[config.mk]
export PLATFORM = sky130hd
export DESIGN_NAME = idsa_ram
export DESIGN_NICKNAME = d
export VERILOG_FILES = /design/src/sv/idsa_ram.sv
export SDC_FILE = /design/constraint.sdc
export NUM_CORES = 1
export LEC_CHECK = 0
export ABC_AREA = 1
export BUFFER_PORTS_ARGS = -buffer_cell sky130_fd_sc_hd__buf_2
export CAP_MARGIN = 20
export CORE_MARGIN = 2
export CORE_UTILIZATION = 57
export DETAILED_ROUTE_END_ITERATION = 10
export PLACE_DENSITY = 0.75
export SETUP_SLACK_MARGIN = 0.1
export SYNTH_ARGS = -nofsm -noshare
export SYNTH_HDL_FRONTEND = slang
export SYNTH_SLANG_ARGS = --single-unit
[constraint.sdc]
create_clock -name i_clk -period 1.25 [get_ports i_clk]
set_input_delay 0.0625 -clock i_clk [delete_from_list [all_inputs] [get_ports i_clk]]
set_output_delay 0.0625 -clock i_clk [all_outputs]
set_load 0.1 [all_outputs]
[src/sv/idsa_ram.sv]
// generic simple dual-port ram with registered read
`timescale 1ns / 1ps
`default_nettype none
module idsa_ram #(
    parameter int WIDTH = 8,
    parameter int DEPTH = 16,
    localparam int AW = (DEPTH > 1) ? $clog2(DEPTH) : 1
) (
    input  wire logic             i_clk,
    input  wire logic             i_we,
    input  wire logic [AW-1:0]    i_waddr,
    input  wire logic [WIDTH-1:0] i_wdata,
    input  wire logic             i_re,
    input  wire logic [AW-1:0]    i_raddr,
    output logic      [WIDTH-1:0] o_rdata
);

    logic [WIDTH-1:0] r_mem [DEPTH];
    logic [WIDTH-1:0] r_rdata;

    always_ff @(posedge i_clk) begin
        if (i_we) begin
            r_mem[i_waddr] <= i_wdata;
        end
        if (i_re) begin
            r_rdata <= r_mem[i_raddr];
        end
    end

    assign o_rdata = r_rdata;

endmodule
`default_nettype wire

==> run_results.csv <==
group,metric,value,unit
power,power,10.9,mW
die,row_count,36,
global_routing,grt_pass1_wl,21200,um
global_routing,grt_pass1_vias,3931,
critical_path,cp_num_cells,1,
timing,setup_tns,0,ns
critical_path,cp.arrival,1.15,ns
timing,tightest_slew,0.691,ns
timing,hold_viol_final,0,
power,power_switching,2.48,mW
critical_path,required,1.19,ns
critical_path,crit_path_max_fanout,1,
drt,drcViolationCount,0,
timing,maxSlewHeadroom,53.9,%
cells_and_area,diodes,0,
synth,synthTopCellsByArea,"edfxtp_1 70%, nand2_1 11%, nand3_1 8.3%, inv_1 6.4%, buf_6 1.2%",
clock_tree,cts_tree,"done",
drt,dr.pass1.iters,5,
synth,synthesis.nets,570,
hold_path,hp-class,"primary input to flip-flop",
power,powerDensity,1540,nW/um2
timing,skew,0.00667,ns
critical_path,crit_path_end_kind,"primary output",
run_status,outcome,"completed",
critical_path,r2r_cells,6,
drt,wirelength,13500,um
global_routing,grt_start_max_net_pins,46,
power,seq_power_share,47.5,%
clock_tree,post-cts-setup-buffer-count,0,
cells_and_area,fin_cells,751,
synth,synth_warnings,0,
critical_path,cp_num_buf_inv,1,
power,ir_drop,0.996,mV
clock_tree,cts_root_buf,"clkbuf_8",
synth,ys_ff_latch,136,
cells_and_area,area_growth,20.8,%
synth,synth_cells,551,
synth,mappedNetlistArea,5850,um2
power,pwr-share-clk,44.3,%
hold_path,min_path_cells,1,
die,start_util,59.3,%
clock_tree,clock-sinks,136,
die,io_pins,27,
cells_and_area,layout_common_cells,"173 x nand2_1, 136 x edfxtp_1, 99 x inv_1",
cells_and_area,final_nets,624,
clock_tree,cts_htree_levels,4,
drt,ant_nets,0,
critical_path,start_kind,"flip-flop",
power,internal-power,8.40,mW
critical_path,path_class,"flip-flop to primary output",
global_routing,antenna_found_initial,0,
power,p_leak,3.06,nW
global_routing,grt_usage,26.0,%
timing,post-route-period-util,96.6,%
placed_design,dp_hpwl,7880,um
cells_and_area,final_common_cell,"nand2_1",
placed_design,place_congestion,0.905,
global_routing,grt.overflow.total,0,
timing,rsz0062_at_grt,"true",
power,p_comb_share,8.2,%
placed_design,io_buffers,26,
drt,wl_per_cell,18.0,um
synth,synth.distinct_cells,11,
cells_and_area,drive_above_1_share,18.0,%
clock_tree,cts_made_buffers,17,
flow_run,drv_cap,0,
timing,finalMaxSlewViolations,0,
die,core-area,9860,um2
timing,fmax,828,MHz
synth,synth_top_cell_by_area,"edfxtp_1",
critical_path,slowest_delay,0.42,ns
critical_path,cp_cell_sequence,"buf_6",
critical_path,path_delay_family,"flip-flops",
drt,vias_per_cell,5.38,
synth,yosysTopAreaCellShare,69.8,%
die,die_area,11100,um2
die,die_h,105,um
clock_tree,cts.clk_slew.worst_paths,0.06,ns
drt,drtIter0Drc,387,
clock_tree,clk_latency,0.52,ns
drt,dr_total_vias,4037,
power,p_sw_share,22.8,%
die,die_x,105,um
synth,postSynthAreaPerCell,10.6,um2
placed_design,dp_cells,711,
timing,report.final.setup_viol,0,
critical_path,cp_slowest_cell,"edfxtp_1",
clock_tree,clock_path_buffers,2,
timing,layout_min_cycle_time,1.21,ns
synth,ys_seq_area_share,69.8,%
## cells in the mapped netlist, drive strengths merged
cell type,instances
nor2,17
edfxtp,136
nand2,173
buf,24
inv,102
nand3b,2
nand3,97
## per-layer routing
| layer | track usage (%) | up-vias | wire, um |
|---|---|---|---|
| li1 | - | 1888 | - |
| met4 | 9.05 | 0 | 314 |
| met3 | 5.01 | 28 | 1150 |
| met2 | 41.6 | 228 | 6500 |
| met1 | 36.1 | 1893 | 5520 |
| met5 | 0 | - | 0 |
## kinds of logic after synthesis
| logic type | count (synthesis) | share of synthesized area [%] |
|---|---|---|
| flops | 136 | 69.8 |
| simple gates | 289 | 20.8 |
| buf+inv | 126 | 9.39 |
## state kept, by name (all words and copies together), names as in the netlist
register  cells
o_rdata       8
r_mem       128
## through the flow
| step | hold WS, ns | instance area [um2] | setup WS [ns] | utilization (%) |
|---|---|---|---|---|
| after floorplan | 0.161 | 5850 | 0.237 | - |
| after global placement | 0.450 | 6210 | -0.0291 | 63.0 |
| after detailed placement | 0.449 | 6210 | -0.0553 | 63.0 |
| after CTS | 0.00483 | 6930 | 0.0184 | 70.3 |
| after global routing | 0.00808 | 7060 | 0.00384 | 71.6 |
| final | 0.0106 | 7060 | 0.0423 | 71.6 |
## cell type report
class	instances	area, um2
inverter	102	383
clock inverter	14	158
fill	649	2800
clock buffer	18	418
sequential	136	4080
tap	133	166
multi-input combinational	289	1350
timing repair buffer	59	498
## path summary, 6_finish.rpt
check	startpoint	end	slack, ns
max	o_rdata[0]$_DFFE_PP_	o_rdata[0]	0.04
min	i_wdata[0]	r_mem[7][0]$_DFFE_PP_	0.01
max reg2reg	r_mem[9][1]$_DFFE_PP_	o_rdata[1]$_DFFE_PP_	0.09
min reg2reg	r_mem[4][5]$_DFFE_PP_	o_rdata[5]$_DFFE_PP_	0.76
## timing repair
action                                 CTS  global route
gates resized for setup                 18            27
setup endpoints to repair               10            16
pin swaps                                0             4
hold buffers                             8             0
endpoints found under the hold margin  120             0
## power groups by stage
| stage | Clock, mW | Combinational (mW) | Sequential (mW) |
|---|---|---|---|
| global placement | 0 | 0.778 | 5.26 |
| CTS | 4.86 | 0.850 | 5.17 |
| finish | 4.82 | 0.893 | 5.17 |
| detailed placement | 0 | 0.793 | 5.26 |
| floorplan | 0 | 0.360 | 5.42 |
| global route | 5.06 | 0.959 | 5.18 |
No activity file was read; power rests on OpenSTA's default activity.
