--- config.mk ---
export PLATFORM = sky130hd
export DESIGN_NAME = idsa_back
export DESIGN_NICKNAME = d
export VERILOG_FILES = /design/src/sv/idsa_pkg.sv /design/src/sv/idsa_back.sv
export SDC_FILE = /design/constraint.sdc
export NUM_CORES = 1
export LEC_CHECK = 0
export BUFFER_PORTS_ARGS = -buffer_cell sky130_fd_sc_hd__buf_2
export CORE_MARGIN = 2
export CORE_UTILIZATION = 58
export CTS_BUF_LIST = sky130_fd_sc_hd__clkbuf_4 sky130_fd_sc_hd__clkbuf_8
export DETAILED_ROUTE_END_ITERATION = 7
export PLACE_DENSITY = 0.89
export SYNTH_ARGS = -nofsm -noshare
export SYNTH_HDL_FRONTEND = slang
export SYNTH_SLANG_ARGS = --single-unit
--- constraint.sdc ---
create_clock -name i_clk -period 4.3 [get_ports i_clk]
set_clock_uncertainty 0.05 [all_clocks]
set_input_delay 0.43 -clock i_clk [delete_from_list [all_inputs] [get_ports i_clk]]
set_output_delay 0.43 -clock i_clk [all_outputs]
set_load 0.02 [all_outputs]
--- src/sv/idsa_pkg.sv ---
// shared types, constants and register indexes for the 2x2 average downscaler
`timescale 1ns / 1ps
`default_nettype none
package idsa_pkg;

    localparam int NCH = 4;
    localparam int PIX_W = 8;
    localparam int SUM_W = PIX_W + 1;
    localparam int CFG_W = 13;
    localparam int CC_W = 3;
    localparam int IDX_W = 2;

    localparam int DEF_MAX_WIDTH = 4096;
    localparam int DEF_MAX_HEIGHT = 4096;
    localparam int RST_WIDTH = 640;
    localparam int RST_HEIGHT = 480;
    localparam logic [CC_W-1:0] RST_CC = CC_W'(NCH);

    localparam logic [IDX_W-1:0] CFG_SRC_WIDTH = 2'd0;
    localparam logic [IDX_W-1:0] CFG_SRC_HEIGHT = 2'd1;
    localparam logic [IDX_W-1:0] CFG_CHANNEL_COUNT = 2'd2;

    typedef logic [NCH-1:0][PIX_W-1:0] t_pix;
    typedef logic [NCH-1:0][SUM_W-1:0] t_sums;

    typedef struct packed {
        t_sums sum;
        logic  odd_row;
        logic  eor;
        logic  eof;
    } t_job;

endpackage
`default_nettype wire

--- src/sv/idsa_back.sv ---
// output stage: completes the 2x2 mean (the pair mean on an unpaired last row) and holds the result beat
`timescale 1ns / 1ps
`default_nettype none
module idsa_back
    import idsa_pkg::*;
(
    input  wire logic            i_clk,
    input  wire logic            i_rst_n,
    input  wire logic            i_s1_valid,
    input  wire t_job            i_job,
    input  wire t_sums           i_top,
    input  wire logic [CC_W-1:0] i_cc,
    output logic                 o_adv,
    output logic                 o_valid,
    input  wire logic            i_stall,
    output t_pix                 o_pix,
    output logic                 o_eor,
    output logic                 o_eof
);

    logic                r_valid;
    t_pix                r_pix;
    logic                r_eor;
    logic                r_eof;
    t_pix                mean;
    logic [SUM_W:0]      full;
    logic [SUM_W-1:0]    half;

    assign o_adv = !r_valid || !i_stall;

    always_comb begin
        mean = '0;
        full = '0;
        half = '0;
        for (int c = 0; c < NCH; c++) begin
            full = (SUM_W+1)'(i_top[c]) + (SUM_W+1)'(i_job.sum[c]) + (SUM_W+1)'(2);
            half = i_job.sum[c] + SUM_W'(1);
            if (CC_W'(c) < i_cc) begin
                mean[c] = i_job.odd_row ? full[SUM_W:2] : half[SUM_W-1:1];
            end
        end
    end

    always_ff @(posedge i_clk) begin
        if (!i_rst_n) begin
            r_valid <= 1'b0;
        end else if (o_adv) begin
            r_valid <= i_s1_valid;
        end
    end

    always_ff @(posedge i_clk) begin
        if (o_adv && i_s1_valid) begin
            r_pix <= mean;
            r_eor <= i_job.eor;
            r_eof <= i_job.eof;
        end
    end

    assign o_valid = r_valid;
    assign o_pix   = r_pix;
    assign o_eor   = r_eor;
    assign o_eof   = r_eof;

endmodule
`default_nettype wire

==> parameters.txt <==
Parameter                              Value

Timing
  Final hold slack    approximately 0.27 ns
  Max transition margin    48.6%
  Setup violators final    0
  Share of the cycle needed by the critical path after routing    56.7%
  Achievable clock frequency    about 410 MHz
  Final critical delay including setup and external delays    ~2.4 ns
  Fin. max-slew vios    0
  Count of endpoints failing hold in the final timing report    0
  Slew @ Worst Pin    between 0.7 and 0.8 ns
  Setup repair after global routing missed its margin    false
  Sum of negative setup slack    0 ns

GRT
  Via count of the first global-routing pass    roughly 3,400
  Initial antenna violation count    0
  Overall global routing resource usage    25.7%
  Maximum number of pins on one net before global-route repair    54
  Wire length of the first global-routing pass    roughly 15,000 um
  Residual overflow from global routing    0

Hold path
  Worst hold stages    1
  Start point of the worst min-delay path    i_job[1]
  End of the worst hold path    o_eor$_DFFE_PP_
  Type of the most critical hold path    in -> reg

Routing
  DRC violation count after routing    0
  Number of DRC markers after the initial detailed-route iteration    roughly 180
  Avg WL per Cell    15.4 um
  DR vias    3,490
  Via count normalized by instance count    between 5 and 6
  DRT Wirelength    9170 um
  Post-DRT Antenna Nets    0
  Count of TritonRoute iterations in the first routing pass    4

Synth
  Ys flop type    sky130_fd_sc_hd__edfxtp_1
  Leading post-synthesis cells by cell area    sky130_fd_sc_hd__edfxtp_1 (27%), sky130_fd_sc_hd__ha_1 (21%), sky130_fd_sc_hd__xnor2_1 (6.5%)
  Share of Yosys cell area claimed by the top area cell type    27.1%
  Distinct cell type count of the synthesized netlist    51
  Synth Cell Area    between 3000 and 4000 um^2
  Average cell area after synthesis    roughly 9.4 um^2
  Post-synthesis cell count    between 400 and 500
  Warnings from Yosys    0
  Yosys reg bits    35
  Leading area contributor after synthesis    sky130_fd_sc_hd__edfxtp_1
  Register area share after synthesis    between 20% and 30%
  Net count of the mapped netlist    approximately 550
  Async set or reset register ratio after synthesis    0%
  Number of synthesized flops with an enable pin    34

CTS
  Clock latency reported for the late side of the worst-skew pair    around 0.28 ns
  Number of instances resized during post-cts repair    0
  Maximum root-to-sink buffer count    2
  # Post-CTS Setup Buffers    0
  Clock edge transition at the registers on the reported setup and hold paths    roughly 0.07 ns
  CTS sink count    35
  CTS root buffer    sky130_fd_sc_hd__clkbuf_8
  Clock tree from TritonCTS    done
  Number of clock buffers inserted by TritonCTS    5
  H-tree Lvls    2
  CTS Hold Buffers Added    0

Cells and area
  Layout Area Growth over Synthesis    19.3%
  Fraction of final layout cells sized beyond drive strength 1    approximately 27%
  Most used cells in the layout excluding fill and tap cells    sky130_fd_sc_hd__buf_2 (117), sky130_fd_sc_hd__ha_1 (64), sky130_fd_sc_hd__nor2_1 (41)
  Layout Cell Area excl Fill    4500 um^2
  Number of diodes added for antenna fixing    0
  Final layout net count    between 600 and 700
  Most common cell after layout, fill and taps aside    sky130_fd_sc_hd__buf_2
  Layout filler cell count    a little under 500
  Count of non-filler cells in the finished layout    just under 600

Floorplan
  Effective utilization at floorplan    between 50% and 60%
  Placeable core region    between 6000 and 7000 um^2
  Overall die height    around 85 um
  I/O pins    about 120
  Horizontal die dimension    between 80 and 90 um
  Area of the die    7160 um^2
  Row cnt    29

Job
  Number of max-capacitance violations reported    0

Worst setup path
  Slowest cell delay on critical path    0.42 ns
  Crit path launch type    input port
  Worst r2r dst    o_pix[12]$_SDFFCE_PP0P_
  CP Capture Type    register
  Cell-by-cell listing of the critical path    buf_2, inv_1, ha_1, nand3b_1, fa_1, nand2b_1, a21oi_1, a31oi_1, mux2i_1, nor2_1
  Critical path arrival    ~2.4 ns
  Master of the slowest instance on the critical path    sky130_fd_sc_hd__fa_1
  Maximum fanout encountered on the critical timing path    5
  Number of cell instances on the worst register-to-register path    3
  Startpoint-to-endpoint class of the critical path    in -> reg
  Required time of the worst setup path    between 4 and 5 ns
  Critical register-to-register path startpoint    o_valid$_SDFFE_PN0N_
  Setup slack, reg-to-reg    around 3.0 ns

Place
  HPWL after DPL    7240 um
  Post-place instance area    between 4000 and 5000 um^2
  IO buf count    ~120
  Placed cell count    between 500 and 600
  Routability congestion estimate from global placement    0.924

Power
  Lkg Pwr    0.00213 uW
  Pwr Total    roughly 1200 uW
  VDD IR max    between 0.15 and 0.2 mV
  Pwr dens    261 nW/um^2

Run status
  Result of the run    finished, final reports clean
==> kinds of logic (layout without fill, tap and decap cells) <==
family	Yosys count	count (layout)	synth area share, %
flip-flops	35	35	27.6
buffers and inverters	29	146	3.32
AO/OA/AOI/OAI	87	87	15.8
adder cells (fa/ha/maj)	68	68	23.4
XOR/XNOR	43	43	9.98
AND/OR/NAND/NOR	135	135	18.8
multiplexers	4	4	1.09
==> per-stage QoR <==
step,worst slack (ns),util [%]
final,1.86,71.3
after global routing,1.72,71.3
after CTS,1.89,71.3
after detailed placement,1.59,69.9
after global placement,1.74,69.9
after floorplan,1.96,-
==> Yosys cell counts (all sizes together), types with 6 or more instances <==
cell type  instances
a211oi            17
a21o              10
a21oi             29
and4               6
clkbuf             7
edfxtp            34
ha                64
inv               19
nand2             27
nand2b             9
nand3             12
nand3b             6
nand4              8
nor2              41
o21ai              7
xnor2             28
xor2              15
==> layout make-up <==
class                   count  area, um^2  share of cell area [%]
multi-input cells         337        2610                    57.9
flip-flops and latches     35        1040                    23.1
repair buffers            119         601                    13.3
clock inverters             3        15.0                   0.334
well taps                  77        96.3                    2.14
clock buffers               5        68.8                    1.53
inverters                  19        71.3                    1.59
==> worst max-delay path: cells and delay by family <==
kind / cells / cell delay, ns
AND/OR/NAND/NOR: 3 / 0.42
AO/OA/AOI/OAI: 2 / 0.47
adder cells (fa/ha/maj): 2 / 0.72
multiplexers: 1 / 0.20
buffers and inverters: 2 / 0.20
==> power breakdown <==
part | total (uW) | switching [uW] | internal [uW]
Combinational | 513 | 296 | 217
Sequential | 429 | 8.78 | 420
Clock | 233 | 122 | 111
==> per-layer routing <==
metal  routed length (um)  up-vias  global-route usage, %
met4                  259        0                   8.66
li1                     -     1728                      -
met2                 4520      145                   45.6
met3                  647       25                   6.19
met5                    0        -                      0
met1                 3740     1592                   30.3
==> sequential cells by signal, indices dropped and copies added, names as in the netlist <==
register	count
o_eof	1
o_pix	32
o_eor	1
o_valid	1
==> worst max path at each step <==
stage,from,to,slack [ns]
2_1_floorplan,i_job[13],o_pix[13]$_SDFFCE_PP0P_,1.96
3_3_place_gp,i_job[22],o_pix[23]$_SDFFCE_PP0P_,1.74
3_5_place_dp,i_job[22],o_pix[23]$_SDFFCE_PP0P_,1.59
4_1_cts,i_job[31],o_pix[29]$_SDFFCE_PN0P_,1.89
5_1_grt,i_job[31],o_pix[29]$_SDFFCE_PN0P_,1.72
6_report,i_job[31],o_pix[29]$_SDFFCE_PN0P_,1.86
(Power assumes the default switching activity.)
