==> config.mk <==
export PLATFORM = sky130hd
export DESIGN_NAME = idsa_front
export DESIGN_NICKNAME = d
export VERILOG_FILES = /design/src/sv/idsa_pkg.sv /design/src/sv/idsa_front.sv
export SDC_FILE = /design/constraint.sdc
export NUM_CORES = 1
export LEC_CHECK = 0
export BUFFER_PORTS_ARGS = -buffer_cell sky130_fd_sc_hd__clkbuf_2
export CAP_MARGIN = 0
export CORE_ASPECT_RATIO = 2
export CORE_MARGIN = 1
export CORE_UTILIZATION = 40
export DETAILED_ROUTE_END_ITERATION = 10
export GPL_TIMING_DRIVEN = 0
export MAX_ROUTING_LAYER = met4
export PLACE_DENSITY = 0.63
export SYNTH_ARGS = -nofsm -noshare
export SYNTH_HDL_FRONTEND = slang
export SYNTH_SLANG_ARGS = --single-unit
==> constraint.sdc <==
create_clock -name i_clk -period 3.8 [get_ports i_clk]
set_clock_uncertainty 0.05 [all_clocks]
set_input_delay 0.57 -clock i_clk [delete_from_list [all_inputs] [get_ports i_clk]]
set_output_delay 0.57 -clock i_clk [all_outputs]
set_load 0.01 [all_outputs]
==> src/sv/idsa_pkg.sv <==
// shared types, constants and register indexes for the 2x2 average downscaler
`timescale 1ns / 1ps
`default_nettype none
package idsa_pkg;

    localparam int NCH = 4;
    localparam int PIX_W = 8;
    localparam int SUM_W = PIX_W + 1;
    localparam int CFG_W = 13;
    localparam int CC_W = 3;
    localparam int IDX_W = 2;

    localparam int DEF_MAX_WIDTH = 4096;
    localparam int DEF_MAX_HEIGHT = 4096;
    localparam int RST_WIDTH = 640;
    localparam int RST_HEIGHT = 480;
    localparam logic [CC_W-1:0] RST_CC = CC_W'(NCH);

    localparam logic [IDX_W-1:0] CFG_SRC_WIDTH = 2'd0;
    localparam logic [IDX_W-1:0] CFG_SRC_HEIGHT = 2'd1;
    localparam logic [IDX_W-1:0] CFG_CHANNEL_COUNT = 2'd2;

    typedef logic [NCH-1:0][PIX_W-1:0] t_pix;
    typedef logic [NCH-1:0][SUM_W-1:0] t_sums;

    typedef struct packed {
        t_sums sum;
        logic  odd_row;
        logic  eor;
        logic  eof;
    } t_job;

endpackage
`default_nettype wire

==> src/sv/idsa_front.sv <==
// input stage: raster counters, held pixel, pair sums, line store access
`timescale 1ns / 1ps
`default_nettype none
module idsa_front
    import idsa_pkg::*;
#(
    parameter int MAX_WIDTH = DEF_MAX_WIDTH,
    parameter int MAX_HEIGHT = DEF_MAX_HEIGHT,
    localparam int CW = $clog2(MAX_WIDTH),
    localparam int RW = (MAX_HEIGHT > 1) ? $clog2(MAX_HEIGHT) : 1,
    localparam int LINE_DEPTH = (MAX_WIDTH + 1) / 2,
    localparam int AW = (LINE_DEPTH > 1) ? $clog2(LINE_DEPTH) : 1
) (
    input  wire logic            i_clk,
    input  wire logic            i_rst_n,
    input  wire logic            i_valid,
    output logic                 o_stall,
    input  wire t_pix            i_pix,
    input  wire logic [CW-1:0]   i_w_last,
    input  wire logic [RW-1:0]   i_h_last,
    input  wire logic [CC_W-1:0] i_cc,
    input  wire logic            i_restart,
    input  wire logic            i_adv,
    output logic                 o_s1_valid,
    output t_job                 o_job,
    output logic                 o_we,
    output logic                 o_re,
    output logic [AW-1:0]        o_addr,
    output t_sums                o_wdata
);

    logic [CW-1:0] r_col, n_col;
    logic [RW-1:0] r_row, n_row;
    t_pix          r_held;
    logic          r_s1_valid;
    t_job          r_job;

    logic  accept, last_col, last_row, have_pair, emit;
    t_pix  pix;
    t_sums sum;

    assign o_stall   = r_s1_valid && !i_adv;
    assign accept    = i_valid && !o_stall;
    assign last_col  = (r_col == i_w_last);
    assign last_row  = (r_row == i_h_last);
    assign have_pair = r_col[0] || last_col;
    assign emit      = have_pair && (r_row[0] || last_row);

    always_comb begin
        for (int c = 0; c < NCH; c++) begin
            pix[c] = (CC_W'(c) < i_cc) ? i_pix[c] : '0;
            if (r_col[0]) begin
                sum[c] = SUM_W'(r_held[c]) + SUM_W'(pix[c]);
            end else begin
                sum[c] = {pix[c], 1'b0};
            end
        end
    end

    always_comb begin
        n_col = r_col;
        n_row = r_row;
        if (last_col) begin
            n_col = '0;
            n_row = last_row ? '0 : r_row + 1'b1;
        end else begin
            n_col = r_col + 1'b1;
        end
    end

    assign o_we    = accept && have_pair && !r_row[0];
    assign o_re    = accept && have_pair && r_row[0];
    assign o_addr  = AW'(r_col >> 1);
    assign o_wdata = sum;

    always_ff @(posedge i_clk) begin
        if (!i_rst_n) begin
            r_col      <= '0;
            r_row      <= '0;
            r_held     <= '0;
            r_s1_valid <= 1'b0;
        end else begin
            if (i_restart) begin
                r_col <= '0;
                r_row <= '0;
            end else if (accept) begin
                r_col <= n_col;
                r_row <= n_row;
            end
            if (accept && !r_col[0]) begin
                r_held <= pix;
            end
            if (i_adv || !r_s1_valid) begin
                r_s1_valid <= accept && emit;
            end
        end
    end

    always_ff @(posedge i_clk) begin
        if (accept && emit) begin
            r_job.sum     <= sum;
            r_job.odd_row <= r_row[0];
            r_job.eor     <= last_col;
            r_job.eof     <= last_col && last_row;
        end
    end

    assign o_s1_valid = r_s1_valid;
    assign o_job      = r_job;

endmodule
`default_nettype wire

==> results.py, run 1 <==
metrics = {
    "route": {
        "avgViaCountPerCell": 5.06,
        "antenna_left": 0,
        "dr.pass1.iters": 4,
        "routed_wirelength_um": 15100,
        "detail_route.iter0.violations": 230,
        "wl_per_cell_um": 15.6,
        "vias": 4917,
        "drc": 0,
    },
    "timing": {
        "period_needed_ns": 3.67,
        "post-route-period-util_pct": 96.5,
        "hold_violations": 0,
        "relSlewSlack_pct": 51.8,
        "rsz0062_at_grt": "no",
        "drv_slew": 0,
        "fmax_mhz": 273,
        "tightestPinTransition_ns": 0.721,
        "hold_slack_ns": 0.419,
        "finalSetupViolCount": 0,
    },
    "placed_design": {
        "dp_hpwl_um": 11900,
        "io_buffers": 153,
        "placed_area_mm2": 0.00667,
        "gp_congestion": 0.911,
        "dp.cells": 954,
    },
    "floorplanning": {
        "die-area_mm2": 0.0146,
        "start_util_pct": 40.8,
        "rows": 61,
        "core_mm2": 0.0138,
        "die_w_um": 85.9,
        "io_pins": 154,
        "die_h_um": 170,
    },
    "global_routing": {
        "grt_usage_pct": 21.6,
        "grt.overflow.total": 0,
        "grt_max_degree": 22,
        "grt_pass1_vias": 4986,
        "grt_pass1_wl_um": 23600,
        "antenna_found_initial": 0,
    },
    "power": {
        "p_leak_uw": 0.00305,
        "vdd.ir_drop.worst_mv": 0.216,
        "power_density_mw_per_mm2": 351,
    },
    "clock_tree": {
        "postCtsHoldBufs": 0,
        "cts_buffers": 9,
        "clkTransAtPathRegs_ns": 0.06,
        "cts-root-buf": "clkbuf_16",
        "clock-sinks": 96,
        "clockBufferDepth": 2,
        "clk_latency_ns": 0.34,
        "htreeDepth": 3,
        "cts_tree": "yes",
    },
    "layout": {
        "nNetsFinal": 879,
        "fill_cells": 1328,
        "syn2layout_area_growth_pct": 25.2,
        "layout.cells.non_filler": 971,
        "fin_area_mm2": 0.00705,
        "drive_gt1_share_pct": 27.9,
        "insertedDiodeCount": 0,
    },
    "synth": {
        "synth-main-ff-cell": "dfxtp_1",
        "synth_edf_count": 39,
        "seq_area_frac_synth_pct": 41.0,
        "synth_common_cells": "nand2_1 (98), dfxtp_1 (57), nor2_1 (46)",
        "synth_area_leaders": "edfxtp_1 (21%), dfxtp_1 (20%), ha_1 (7.5%)",
        "synth-async-reset-ratio_pct": 0,
        "ys_ff_latch": 96,
        "synth_top_area_share_pct": 20.8,
        "synth.most_common_cell": "nand2_1",
        "synthCells": 611,
        "synthesis.nets": 713,
        "syn_avg_cell_area_um2": 9.22,
        "syn-cell-area_mm2": 0.00564,
        "ys_warn_count": 0,
        "yosysUniqueCellTypes": 54,
        "synth.largest_area_cell": "edfxtp_1",
    },
    "min_path": {
        "hold_depth": 2,
        "hold_path.class": "flop to flop",
        "hp-start": "r_held[22]",
        "hold_end": "r_held[22]",
    },
    "job": {
        "max_cap_violations": 0,
    },
    "setup_path": {
        "crit_type": "input port to output port",
        "worstPathRequired_ns": 3.18,
        "r2r_slack_ns": 1.05,
        "r2r_start": "r_col[1]",
        "arrival_ns": 3.05,
        "r2r_cells": 6,
        "worstSetupEndpointType": "output port",
        "path_max_fanout": 10,
        "r2r-end": "o_job[5]",
        "start_kind": "input port",
    },
    "outcome": {
        "status": "completed",
    },
}
-- logic make-up (layout without fill, tap and decap cells) --
| kind of cell | count (synthesis) | count (layout) | synth area share, % |
|---|---|---|---|
| AO/OA/AOI/OAI | 115 | 115 | 13.1 |
| XOR/XNOR | 60 | 60 | 9.46 |
| adder cells (fa/ha/maj) | 38 | 38 | 8.97 |
| buffers and inverters | 54 | 225 | 4.64 |
| flip-flops | 96 | 96 | 41.0 |
| multiplexers | 8 | 8 | 1.58 |
| AND/OR/NAND/NOR | 240 | 240 | 21.2 |
-- layout by cell type (no fill, tap or decap), drive strengths merged, types with 4 or more instances in the layout --
cell,n
mux2,7
nand4,17
a21oi,15
inv,21
edfxtp,39
dfxtp,57
nor2b,6
nor2,46
a21o,9
xnor2,37
a31oi,7
nand3,4
buf,23
a21boi,32
nand2,98
fa,4
and2,38
xor2,23
nor3,9
ha,34
and3,6
clkbuf,177
o21ai,36
-- worst max-delay path: stages --
cell	delay (ns)
clkbuf_2	0.09
clkbuf_4	0.19
or2_4	0.30
and2_1	0.20
ha_1	0.22
fa_2	0.36
a21o_1	0.18
a21oi_2	0.16
o21ai_0	0.11
and3b_1	0.20
o31ai_2	0.27
buf_2	0.18
-- worst max-delay path by stage --
stage	start	end	slack, ns
finish	i_cc[2]	o_wdata[15]	0.13
global route	i_cc[2]	o_wdata[17]	0.008
CTS	i_cc[2]	o_wdata[15]	-0.003
detailed placement	i_cc[2]	o_wdata[26]	-0.38
global placement	i_w_last[4]	o_job[9]	-0.92
floorplan	i_w_last[1]	o_job[0]	0.34
-- flip-flops by register name, indices dropped and copies added (netlist names) --
| register | cells |
|---|---|
| o_job | 39 |
| o_s1_valid | 1 |
| r_col | 12 |
| r_held | 32 |
| r_row | 12 |
-- where the power goes --
part	switching, µW	leakage, µW	total (µW)	internal, µW
Sequential	11.2	0.000810	1100	1090
Clock	387	0.000157	985	598
Combinational	222	0.00209	387	165
Total	620	0.00305	2470	1850
-- final cells by class --
class | instances | area (µm²) | share of cell area (%)
Multi-Input combinational cell | 461 | 3110 | 44.1
Sequential cell | 96 | 2310 | 32.8
Timing Repair Buffer | 156 | 808 | 11.5
Clock buffer | 12 | 246 | 3.49
Tap cell | 189 | 236 | 3.35
Buffer | 32 | 183 | 2.59
Inverter | 21 | 78.8 | 1.12
Clock inverter | 4 | 77.6 | 1.10
-- per-stage QoR --
step / utilization [%] / setup TNS [ns] / total power, µW / setup slack (ns)
6_report: 51.1 / 0 / 2470 / 0.133
5_1_grt: 51.1 / 0 / 2580 / 0.00819
4_1_cts: 50.8 / -0.00314 / 2490 / -0.00314
3_5_place_dp: 48.3 / -1.74 / 1500 / -0.380
3_3_place_gp: 48.0 / -37.43 / 1490 / -0.923
2_1_floorplan: - / 0 / 1360 / 0.335
-- per-layer routing --
metal | vias to the layer above | track usage [%] | part of all wire [%]
li1 | 2431 | - | -
met1 | 2305 | 21.4 | 37
met2 | 158 | 40.9 | 57
met3 | 23 | 3.10 | 3.9
met4 | 0 | 9.06 | 2.3
met5 | - | - | 0
-- repair_timing --
| item | 4_1_cts | 5_1_grt |
|---|---|---|
| buffers inserted | 0 | 2 |
| cloned | 0 | 0 |
| pin swaps | 0 | 4 |
| gates resized for setup | 9 | 12 |
| setup endpoints to repair | 10 | 10 |
No activity file was read; power rests on OpenSTA's default activity.
==> run 2, diff against run 1 <==
--- a/config.mk
+++ b/config.mk
@@ -7,13 +7,13 @@
 export LEC_CHECK = 0
 export BUFFER_PORTS_ARGS = -buffer_cell sky130_fd_sc_hd__clkbuf_2
 export CAP_MARGIN = 0
-export CORE_ASPECT_RATIO = 2
+export CORE_ASPECT_RATIO = 1.4
 export CORE_MARGIN = 1
-export CORE_UTILIZATION = 40
+export CORE_UTILIZATION = 47
 export DETAILED_ROUTE_END_ITERATION = 10
 export GPL_TIMING_DRIVEN = 0
 export MAX_ROUTING_LAYER = met4
-export PLACE_DENSITY = 0.63
+export PLACE_DENSITY = 0.72
 export SYNTH_ARGS = -nofsm -noshare
 export SYNTH_HDL_FRONTEND = slang
 export SYNTH_SLANG_ARGS = --single-unit
==> results.py, run 2 (same netlist as run 1, synthesis figures left out) <==
metrics = {
    "outcome": {
        "status": "completed",
    },
    "layout": {
        "final_common_cell": "clkbuf_2",
        "multi_input_area_mm2": 0.00311,
        "nNetsFinal": 878,
        "layout.cells.non_filler": 927,
        "largest_reg_flops": 39,
        "final_cell_mix": "clkbuf_2 (152), nand2_1 (98), dfxtp_1 (57)",
        "insertedDiodeCount": 0,
        "seqCellArea_mm2": 0.00231,
        "drive_gt1_share_pct": 27.3,
        "fill_cells": 1079,
        "syn2layout_area_growth_pct": 22.7,
    },
    "power": {
        "power_density_mw_per_mm2": 331,
        "vdd.ir_drop.worst_mv": 0.191,
        "p_clk_share_pct": 35.1,
        "power.switching_uw": 597,
        "pwr-share-comb_pct": 16.8,
        "netSwitchingFraction_pct": 26.1,
        "p_leak_uw": 0.00301,
        "p_seq_share_pct": 48.1,
        "power_uw": 2290,
        "internal-power_uw": 1690,
    },
    "route": {
        "avgViaCountPerCell": 5.31,
        "antenna_left": 0,
        "dr.pass1.iters": 4,
        "drc": 0,
        "vias": 4920,
        "detail_route.iter0.violations": 166,
        "routed_wirelength_um": 14200,
        "wl_per_cell_um": 15.4,
    },
    "clock_tree": {
        "clk_latency_ns": 0.34,
        "cts_buffers": 9,
        "postCtsHoldBufs": 0,
        "htreeDepth": 3,
        "clkTransAtPathRegs_ns": 0.06,
        "clockBufferDepth": 2,
        "clock-sinks": 96,
        "cts-root-buf": "clkbuf_16",
        "cts_tree": "yes",
    },
    "timing": {
        "setup_tns_ns": 0,
        "relSlewSlack_pct": 53.4,
        "rsz0062_at_grt": "yes",
        "period_needed_ns": 3.65,
        "fmax_mhz": 274,
        "drv_slew": 0,
        "tightestPinTransition_ns": 0.697,
        "hold_violations": 0,
        "hold_slack_ns": 0.422,
        "post-route-period-util_pct": 96.2,
        "finalSetupViolCount": 0,
        "layout_setup_ws_ns": 0.145,
    },
    "setup_path": {
        "worstPathRequired_ns": 3.18,
        "start_kind": "input port",
        "arrival_ns": 3.03,
        "path_max_fanout": 10,
        "crit_type": "input port to output port",
        "worstSetupEndpointType": "output port",
    },
    "global_routing": {
        "grt_pass1_vias": 4797,
        "grt_pass1_wl_um": 22800,
        "grt.overflow.total": 0,
        "grt_usage_pct": 24.1,
        "antenna_found_initial": 0,
        "grt_max_degree": 22,
    },
    "floorplanning": {
        "rows": 47,
        "start_util_pct": 47.9,
        "die-area_mm2": 0.0124,
        "die_w_um": 94.5,
        "die_h_um": 132,
        "core_mm2": 0.0118,
        "io_pins": 154,
    },
    "placed_design": {
        "gp_congestion": 0.913,
        "pre_cts_slack_ns": -0.252,
        "dp.cells": 912,
        "dp_hpwl_um": 11000,
        "io_buffers": 153,
    },
    "min_path": {
        "hold_path.class": "flop to flop",
    },
    "job": {
        "max_cap_violations": 0,
    },
}
==> run 2: changes by cell type in the layout (fill, tap and decap cells not counted), sizes merged <==
cell | before | now
buf | 23 | 21
clkbuf | 177 | 179
bufinv | 2 | 0
==> run 2: critical path, cell delays in order <==
cell      delay (ns)
clkbuf_2        0.09
clkbuf_4        0.18
or2_4           0.30
and2_1          0.19
ha_1            0.22
fa_2            0.36
a21o_1          0.18
a21oi_2         0.18
o21ai_1         0.08
and3b_1         0.19
o21ai_0         0.14
a31oi_1         0.14
buf_2           0.20
==> run 2: per-stage QoR <==
stage,util [%],instance area (µm²)
finish,58.8,6910
global route,58.8,6910
global placement,56.0,6590
floorplan,-,5640
detailed placement,56.3,6620
CTS,58.5,6880
==> run 2: final timing paths <==
kind,endpoint,slack (ns),cells after the start,startpoint
setup / recovery,o_wdata[17],0.15,13,i_cc[2]
setup reg to reg,o_job[27],1.06,6,r_col[1]
hold / removal,r_held[29],0.42,2,r_held[29]
hold reg to reg,r_held[29],0.42,2,r_held[29]
==> run 2: repair_timing <==
action,in CTS,in global routing
gates resized for setup,7,14
setup endpoints to repair,8,10
pin swaps,0,2
buffers inserted,0,1
==> run 2: power groups by stage <==
stage | clock network (µW) | registers, µW | logic [µW]
4_1_cts | 817 | 1100 | 380
6_report | 804 | 1100 | 385
5_1_grt | 867 | 1100 | 426
3_3_place_gp | 0 | 1120 | 366
2_1_floorplan | 0 | 1120 | 243
3_5_place_dp | 0 | 1120 | 375
==> run 2: cell type report <==
cell class / count / area share (%)
multi-input combinational: 461 / 44.9
inverter: 21 / 1.14
sequential: 96 / 33.4
clock buffer: 13 / 3.48
clock inverter: 2 / 0.127
tap: 147 / 2.66
timing repair buffer: 155 / 11.6
buffer: 32 / 2.64
==> run 2: layer usage <==
| metal | wire length [µm] | global-route usage [%] |
|---|---|---|
| met1 | 5700 | 28.1 |
| met2 | 7480 | 42.4 |
| met3 | 859 | 3.70 |
| met4 | 206 | 6.82 |
| met5 | 0 | - |
